### config.mk
export PLATFORM = sky130hd
export DESIGN_NAME = fifo_evicting_handle_cache
export DESIGN_NICKNAME = d
export VERILOG_FILES = /design/src/rtl/fehc_pkg.sv /design/src/rtl/fehc_cell.sv /design/src/rtl/fifo_evicting_handle_cache.sv
export SDC_FILE = /design/constraint.sdc
export NUM_CORES = 2
export LEC_CHECK = 0
export CAP_MARGIN = 25
export CORE_MARGIN = 2
export CORE_UTILIZATION = 60
export CTS_CLUSTER_SIZE = 12
export DETAILED_ROUTE_END_ITERATION = 7
export DONT_BUFFER_PORTS = 1
export HOLD_SLACK_MARGIN = 0.02
export PLACE_DENSITY_LB_ADDON = 0.05
export SYNTH_ARGS = -nofsm -noshare
export SYNTH_HDL_FRONTEND = slang
export SYNTH_SLANG_ARGS = --single-unit
### constraint.sdc
create_clock -name clk_i -period 6.95 [get_ports clk_i]
set_input_delay 1.39 -clock clk_i [delete_from_list [all_inputs] [get_ports clk_i]]
set_output_delay 1.39 -clock clk_i [all_outputs]
set_load 0.02 [all_outputs]
### src/rtl/fehc_pkg.sv
// Shared constants and types for the FIFO-evicting handle cache.
// No dependencies; used by fehc_cell and fifo_evicting_handle_cache.
package fehc_pkg;

  // Cache geometry
  localparam int unsigned MAX_ENTRIES = 30;   // 2..31
  localparam int unsigned HANDLE_BITS = 32;   // 8..64, stored bits of a handle
  localparam int unsigned HANDLE_W    = 32;   // handle field width on the ports
  localparam int unsigned CELL_W      = (HANDLE_BITS < HANDLE_W) ? HANDLE_BITS : HANDLE_W;
  localparam int unsigned CNT_W       = $clog2(MAX_ENTRIES + 1);
  localparam int unsigned IDX_W       = $clog2(MAX_ENTRIES);
  localparam int unsigned SLOT_W      = 5;
  localparam int unsigned CMP_W       = ((CNT_W > SLOT_W) ? CNT_W : SLOT_W) + 1;
  localparam int unsigned SIDE_W      = 16;
  localparam int unsigned HITS_W      = 32;
  localparam int unsigned MIN_LIMIT   = 2;

  // Beat layouts
  localparam int unsigned IN_TDATA_W  = 72;
  localparam int unsigned OUT_TDATA_W = 72;

  typedef enum logic [2:0] {
    ST_OK          = 3'd0,
    ST_NO_RESET    = 3'd1,
    ST_BAD_SIZE    = 3'd2,
    ST_DECODE_FAIL = 3'd3,
    ST_BAD_LIMIT   = 3'd4,
    ST_BAD_INDEX   = 3'd5
  } status_e;

  // Per-cell update command
  typedef struct packed {
    logic load;   // take the incoming handle
    logic shift;  // take the neighbor's handle (oldest side drops out)
  } cell_ctrl_t;

endpackage

### src/rtl/fehc_cell.sv
// One storage cell of the handle chain: holds a single handle.
// Depends on fehc_pkg (widths, cell_ctrl_t).
module fehc_cell (
  input  logic                         clk_i,
  input  fehc_pkg::cell_ctrl_t         ctrl_i,
  input  logic [fehc_pkg::CELL_W-1:0]  new_i,
  input  logic [fehc_pkg::CELL_W-1:0]  next_i,
  output logic [fehc_pkg::CELL_W-1:0]  data_o
);

  logic [fehc_pkg::CELL_W-1:0] data_q;
  logic [fehc_pkg::CELL_W-1:0] data_d;

  always_comb begin
    data_d = data_q;
    if (ctrl_i.load) begin
      data_d = new_i;
    end else if (ctrl_i.shift) begin
      data_d = next_i;
    end
  end

  // payload only, no reset
  always_ff @(posedge clk_i) begin
    data_q <= data_d;
  end

  assign data_o = data_q;

endmodule

### src/rtl/fifo_evicting_handle_cache.sv
// Top level of the FIFO-evicting handle cache: control, hit counter, output beat.
// Depends on fehc_pkg and fehc_cell.
//
// Usage:
//   Slave stream carries requests. tuser is func: 0 stores a new shape handle,
//   1 reads a cached entry. A new shape is checked for size 1..16383 on both
//   sides and for decode_ok; with reset_request it first clears the cache and
//   sets the limit (2..MAX_ENTRIES) from slot_or_limit. The handle is appended;
//   when the cache is at its limit the oldest entry drops out and the row of
//   cells shifts one place toward index 0. A reference counts a hit and
//   returns the entry at slot_or_limit.
//   Master stream gives exactly one result beat per request beat.
// Result and rate:
//   Result registered, shown the cycle after accept. One request per cycle unless
//   the receiver stalls: the whole cell row updates from a one-level select.
// Reset:
//   Cache empty, no limit set (references answer "no reset yet"), hits zero,
//   no result pending. Stored handles are not cleared.
// Stall:
//   s_axis_tready is high while the output register is empty or being taken,
//   so a stalled receiver holds at most one result and back-pressures input.
module fifo_evicting_handle_cache (
  input  logic        clk_i,
  input  logic        rst_ni,
  // [0] reset_request, [5:1] slot_or_limit, [21:6] shape_width,
  // [37:22] shape_height, [38] decode_ok, [70:39] shape_handle, [71] zero
  input  logic [fehc_pkg::IN_TDATA_W-1:0]  s_axis_tdata,
  input  logic        s_axis_tuser,        // [0] func
  input  logic        s_axis_tvalid,
  output logic        s_axis_tready,
  // [2:0] status, [34:3] result_handle, [39:35] entries_used, [71:40] hit_count
  output logic [fehc_pkg::OUT_TDATA_W-1:0] m_axis_tdata,
  output logic        m_axis_tvalid,
  input  logic        m_axis_tready
);

  localparam int unsigned N = fehc_pkg::MAX_ENTRIES;

  // ---------------- input fields ----------------
  logic                            func;
  logic                            rst_req;
  logic [fehc_pkg::SLOT_W-1:0]     slot;
  logic [fehc_pkg::SIDE_W-1:0]     side_w;
  logic [fehc_pkg::SIDE_W-1:0]     side_h;
  logic                            decode_ok;
  logic [fehc_pkg::HANDLE_W-1:0]   handle_in;
  logic [fehc_pkg::CELL_W-1:0]     handle_cell;

  assign func        = s_axis_tuser;
  assign rst_req     = s_axis_tdata[0];
  assign slot        = s_axis_tdata[5:1];
  assign side_w      = s_axis_tdata[21:6];
  assign side_h      = s_axis_tdata[37:22];
  assign decode_ok   = s_axis_tdata[38];
  assign handle_in   = s_axis_tdata[70:39];
  assign handle_cell = handle_in[fehc_pkg::CELL_W-1:0];

  // ---------------- state ----------------
  logic [fehc_pkg::CNT_W-1:0]   count_q, count_d;
  logic [fehc_pkg::CNT_W-1:0]   limit_q, limit_d;
  logic                         limit_set_q, limit_set_d;
  logic [fehc_pkg::HITS_W-1:0]  hits_q, hits_d;

  logic                         out_valid_q;
  fehc_pkg::status_e            out_status_q, status_d;
  logic [fehc_pkg::HANDLE_W-1:0] out_handle_q, handle_d;
  logic [fehc_pkg::CNT_W-1:0]   out_count_q;
  logic [fehc_pkg::HITS_W-1:0]  out_hits_q;

  logic accept;
  assign s_axis_tready = !out_valid_q || m_axis_tready;
  assign accept        = s_axis_tvalid && s_axis_tready;

  // ---------------- cell row ----------------
  logic [fehc_pkg::CELL_W-1:0] cell_data [N];
  fehc_pkg::cell_ctrl_t        cell_ctrl [N];

  logic                        wr_en;    // a handle goes into the row
  logic                        evict;    // drop oldest, shift row
  logic [fehc_pkg::CNT_W-1:0]  wr_tgt;   // cell that takes the new handle

  for (genvar i = 0; i < N; i++) begin : g_cell
    logic [fehc_pkg::CELL_W-1:0] next_data;
    if (i == N - 1) begin : g_tail
      assign next_data = '0;
    end else begin : g_mid
      assign next_data = cell_data[i+1];
    end

    always_comb begin
      cell_ctrl[i].load  = wr_en && (wr_tgt == fehc_pkg::CNT_W'(i));
      cell_ctrl[i].shift = wr_en && evict && (fehc_pkg::CNT_W'(i) < wr_tgt);
    end

    fehc_cell u_cell (
      .clk_i  (clk_i),
      .ctrl_i (cell_ctrl[i]),
      .new_i  (handle_cell),
      .next_i (next_data),
      .data_o (cell_data[i])
    );
  end

  // ---------------- request decode ----------------
  logic                       size_ok;
  logic [fehc_pkg::CMP_W-1:0] slot_x;
  logic [fehc_pkg::CMP_W-1:0] count_x;
  logic [fehc_pkg::CNT_W-1:0] count_eff;
  logic [fehc_pkg::CNT_W-1:0] limit_eff;
  logic [fehc_pkg::CNT_W-1:0] keep_n;
  logic [fehc_pkg::CELL_W-1:0] rd_data;

  // side in 1..16383: top two bits clear and not zero (negatives fail too)
  assign size_ok = (side_w[15:14] == 2'b00) && (side_w != '0) &&
                   (side_h[15:14] == 2'b00) && (side_h != '0);

  assign slot_x  = fehc_pkg::CMP_W'(slot);
  assign count_x = fehc_pkg::CMP_W'(count_q);
  assign rd_data = cell_data[slot[fehc_pkg::IDX_W-1:0]];

  always_comb begin
    count_d     = count_q;
    limit_d     = limit_q;
    limit_set_d = limit_set_q;
    hits_d      = hits_q;
    status_d    = fehc_pkg::ST_OK;
    handle_d    = '0;
    wr_en       = 1'b0;
    evict       = 1'b0;
    wr_tgt      = '0;
    count_eff   = count_q;
    limit_eff   = limit_q;
    keep_n      = count_q;

    if (func) begin
      if (!limit_set_q) begin
        status_d = fehc_pkg::ST_NO_RESET;
      end else begin
        hits_d = hits_q + 1'b1;
        if (slot_x >= count_x || slot_x >= fehc_pkg::CMP_W'(N)) begin
          status_d = fehc_pkg::ST_BAD_INDEX;
        end else begin
          handle_d = fehc_pkg::HANDLE_W'(rd_data);
        end
      end
    end else if (!size_ok) begin
      status_d = fehc_pkg::ST_BAD_SIZE;
    end else if (!decode_ok) begin
      status_d = fehc_pkg::ST_DECODE_FAIL;
    end else if (rst_req && (slot_x < fehc_pkg::CMP_W'(fehc_pkg::MIN_LIMIT) ||
                             slot_x > fehc_pkg::CMP_W'(N))) begin
      status_d = fehc_pkg::ST_BAD_LIMIT;
    end else if (!rst_req && !limit_set_q) begin
      status_d = fehc_pkg::ST_NO_RESET;
    end else begin
      if (rst_req) begin
        limit_eff   = slot[fehc_pkg::CNT_W-1:0];
        count_eff   = '0;
        limit_d     = limit_eff;
        limit_set_d = 1'b1;
      end
      wr_en    = 1'b1;
      handle_d = fehc_pkg::HANDLE_W'(handle_cell);
      if (count_eff < limit_eff && count_eff < fehc_pkg::CNT_W'(N)) begin
        wr_tgt  = count_eff;
        count_d = count_eff + 1'b1;
      end else begin
        // full: oldest drops, newest lands at the top of the kept run
        keep_n = (count_eff > fehc_pkg::CNT_W'(N)) ? fehc_pkg::CNT_W'(N) : count_eff;
        if (keep_n == '0) begin
          keep_n = fehc_pkg::CNT_W'(1);
        end
        evict   = 1'b1;
        wr_tgt  = keep_n - 1'b1;
        count_d = keep_n;
      end
    end

    if (!accept) begin
      wr_en = 1'b0;
    end
  end

  // ---------------- registers ----------------
  always_ff @(posedge clk_i or negedge rst_ni) begin
    if (!rst_ni) begin
      count_q     <= '0;
      limit_q     <= '0;
      limit_set_q <= 1'b0;
      hits_q      <= '0;
      out_valid_q <= 1'b0;
    end else begin
      if (accept) begin
        count_q     <= count_d;
        limit_q     <= limit_d;
        limit_set_q <= limit_set_d;
        hits_q      <= hits_d;
        out_valid_q <= 1'b1;
      end else if (m_axis_tready) begin
        out_valid_q <= 1'b0;
      end
    end
  end

  // result payload
  always_ff @(posedge clk_i) begin
    if (accept) begin
      out_status_q <= status_d;
      out_handle_q <= handle_d;
      out_count_q  <= count_d;
      out_hits_q   <= hits_d;
    end
  end

  assign m_axis_tvalid = out_valid_q;
  assign m_axis_tdata  = {out_hits_q,
                          fehc_pkg::SLOT_W'(out_count_q),
                          out_handle_q,
                          3'(out_status_q)};

  // ---------------- assertions ----------------
  a_count_bound : assert property (@(posedge clk_i) disable iff (!rst_ni)
    count_q <= fehc_pkg::CNT_W'(N))
    else $error("entry count above capacity");

  a_count_limit : assert property (@(posedge clk_i) disable iff (!rst_ni)
    limit_set_q |-> (count_q <= limit_q))
    else $error("entry count above programmed limit");

  a_hits_hold : assert property (@(posedge clk_i) disable iff (!rst_ni)
    !accept |=> $stable(hits_q))
    else $error("hit counter moved without a request");

  a_err_zero : assert property (@(posedge clk_i) disable iff (!rst_ni)
    (out_valid_q && out_status_q != fehc_pkg::ST_OK) |-> (out_handle_q == '0))
    else $error("error result carries a handle");

endmodule

==> metrics.txt <==
initial standard-cell utilization of the core 60.57%; post-synthesis adder-cell area fraction 0.2525%; element type at the critical path end register; total of buffers placed on input and output ports 0; final number of setup-violating endpoints 0; class of the most critical setup path primary input to register; biggest area consumer among synthesized cells edfxtp_1; number of hold buffers added after cts 0; worst clock skew 0.01653 ns; die height slightly above 300 um; fraction of synthesized cell area in xor and xnor cells 0.9961%; CP Launch Point s_axis_tdata[0]; Inserted Clock Buffers 114; kind of path behind the tightest hold check primary input to async pin; first-pass GRT wire length 217500 um; post_cts resized 0; largest family of logic cells by synthesized area multiplexers; sum of net half-perimeters after detailed placement 86250 um; antenna-violating nets left 0; initial antenna violation count 2; clock insertion delay at the later pin of the skew report about 0.7 ns; boundary pin count roughly 150; leading post-synthesis cells by instance count edfxtp_1, mux2_2, mux4_2; Core Region 0.09001 mm^2; count of flip-flops with a built-in enable after synthesis 1032; required time at the endpoint of the critical path 7.39 ns; remaining global-route overflow 0; worst-margin pin slew 1.078 ns; cell at the root of the clock tree clkbuf_16; power density cells roughly 220 mW/mm^2; Filler Cell Count 6303; final-report hold violation count 0; Syn Nets 3439; Syn-to-layout area delta 8.886%; area share of the largest cell type after synthesis 56.84%; instance count of the mapped netlist roughly 3400; cell area after synthesis 0.05452 mm^2; critical register-to-register path endpoint g_cell[28].u_cell.data_o[3]; average detailed-routed wire length per instance 32.94 um; Tot Pwr approximately 13 mW; TritonCTS clock tree done; post-route fraction of the period consumed by the critical path 78.99%; 1st-iter DRT viols between 3000 and 4000; Worst R2R Setup Slack 1.50 ns; unrepaired setup endpoints after global routing false; final RePlAce weighted congestion 0.8635; library cells used by synthesis 67; Clock Sink Count 1076; worst max-slew margin expressed relative to the limit between 20% and 30%; number of synthesized register bits between 1000 and 1500; Worst VDD drop 0.2231 mV; part of the Yosys area used for sequential elements 58.86%; die extent in x 305.4 um; Final Max Tran Viols 0; H-tree Lvls 3; DRC violation count after routing 0; combined global-route utilization of all metal layers 31.98%; Synth Area in Compound Gates 2.355%; most frequent cell after synthesis edfxtp_1; basic-gate share of the synthesized area counting and, or, nand and nor cells 3.029%; final period demand of the worst path 5.490 ns; final net count between 3000 and 4000; count of TritonRoute iterations in the first routing pass 6; Data arrival, critical path 5.93 ns; Max Cap Violations 0; count of synthesis-stage warnings from yosys 0; Std-Cell Rows between 100 and 150; most frequently used flop master after synthesis edfxtp_1; maximum number of pins on one net before global-route repair 260; static leakage power 19.91 nW; multiplexer share of the synthesized area 31.83%; via count 31470; final worst hold slack ~0.39 ns; ys async rst share 4.089%; Via density 6.966; area occupied by multi-input gates 0.02138 mm^2; CP Launch Type primary input; startpoint of the most critical register-to-register path count_q[0]; buffers inserted during post-CTS setup optimization 0; average instance area after synthesis 16.27 um^2; detailed-route wire length about 150000 um; vias in the first global route 32360; achievable clock frequency 182.2 MHz; count of cells along the worst register-to-register path 14; fraction of layout cells with a size suffix above 1 43.70%; DIE AREA 0.09329 mm^2; area occupied by registers 0.03209 mm^2; Critical Path Sink g_cell[28].u_cell.data_o[3]; maximum root-to-sink buffer count 3; Clock transition at path regs 0.06 ns; largest fanout of any net on the critical path 24; top post-synthesis cells by area edfxtp_1, mux2_2, mux4_2; run status completed
-- worst max-delay path, stage by stage --
cell and delay, ns:
nor2b_1 0.26, inv_1 0.14, ha_1 0.21, nand4b_1 0.16, a21oi_1 0.32, nand2_1 0.21, inv_1 0.15, ha_1 0.25
nand3_1 0.12, o211a_1 0.44, nor2_1 0.53, nand4_1 0.90, buf_4 0.53, mux2_2 0.30
-- through the flow --
| step | std cells | util, % | worst slack [ns] | cell area [um^2] | setup TNS, ns |
|---|---|---|---|---|---|
| finish | 4518 | 65.95 | 1.460 | 59360 | 0 |
| global route | 4517 | 65.95 | 1.144 | 59360 | 0 |
| CTS | 4516 | 65.94 | 1.580 | 59350 | 0 |
| detailed placement | 4310 | 62.19 | 0.8495 | 55970 | 0 |
| global placement | 4310 | 62.19 | 1.002 | 55970 | 0 |
| floorplan | 3351 | - | -0.1217 | 54540 | -3.893 |
-- sequential cells by signal (all words and copies together), names as in the netlist --
signal	cells
g_cell.u_cell.data_o	960
hits_q	32
out_handle_q	32
out_hits_q	32
count_q	5
limit_q	5
out_count_q	5
out_status_q	3
limit_set_q	1
m_axis_tvalid	1
-- worst min path at each step --
stage | endpoint | slack, ns | cells past startpoint
final | hits_q[7] | 0.39 | 0
after global routing | hits_q[9] | 0.36 | 0
after CTS | hits_q[21] | 0.35 | 0
after detailed placement | limit_q[4] | 0.47 | 2
after global placement | limit_q[1] | 0.47 | 2
after floorplan | limit_q[1] | 0.45 | 2
-- cells in the final DEF, fill, tap and decap left out, drive strengths merged, types with 3 or more instances in the layout --
cell type,n
edfxtp,1032
mux2,932
mux4,256
clkbuf,149
nand2,129
mux2i,109
o21ai,92
buf,90
inv,54
clkinv,51
nor2,48
dfrtp,44
o22ai,39
nand3,39
xnor2,38
and2,35
xor2,24
a21oi,24
nor3,24
nand4,20
nor4,11
ha,11
nand2b,10
and3,8
a21o,6
a211oi,6
o211ai,5
o31ai,5
or3,4
nor2b,3
o311ai,3
a211o,3
a31oi,3
bufinv,3
nor3b,3
-- per-layer routing --
| metal | vias up | GRT usage [%] | wire (um) | share of wire (%) |
|---|---|---|---|---|
| met4 | 2 | 9.268 | 4216 | 2.8 |
| met5 | - | 0 | 8 | 0.0054 |
| met2 | 1573 | 51.88 | 71680 | 48 |
| met1 | 16540 | 43.82 | 58870 | 40 |
| li1 | 13070 | - | - | - |
| met3 | 288 | 7.051 | 14070 | 9.5 |
-- layout make-up --
type | instances | share of cell area (%)
Clock buffer | 148 | 5.128
Antenna cell | 1 | 0.004215
Inverter | 51 | 0.3267
Tap cell | 1176 | 2.479
Sequential cell | 1076 | 54.06
Clock inverter | 58 | 0.5607
Multi-Input combinational cell | 1917 | 36.02
Timing Repair Buffer | 91 | 1.425
-- cells by family (layout without fill, tap and decap cells) --
logic type / Yosys count / after routing
buffers and inverters: 358 / 348
adder cells (fa/ha/maj): 11 / 11
AO/OA/AOI/OAI: 207 / 207
multiplexers: 1297 / 1297
flip-flops: 1076 / 1076
XOR/XNOR: 62 / 62
other: 0 / 1
AND/OR/NAND/NOR: 340 / 340
-- power breakdown --
part / internal, mW / switching [mW]
logic: 0.233 / 0.189
clock network: 3.16 / 2.48
registers: 7.04 / 0.0448
total: 10.4 / 2.71
No activity file was read; power rests on OpenSTA's default activity.
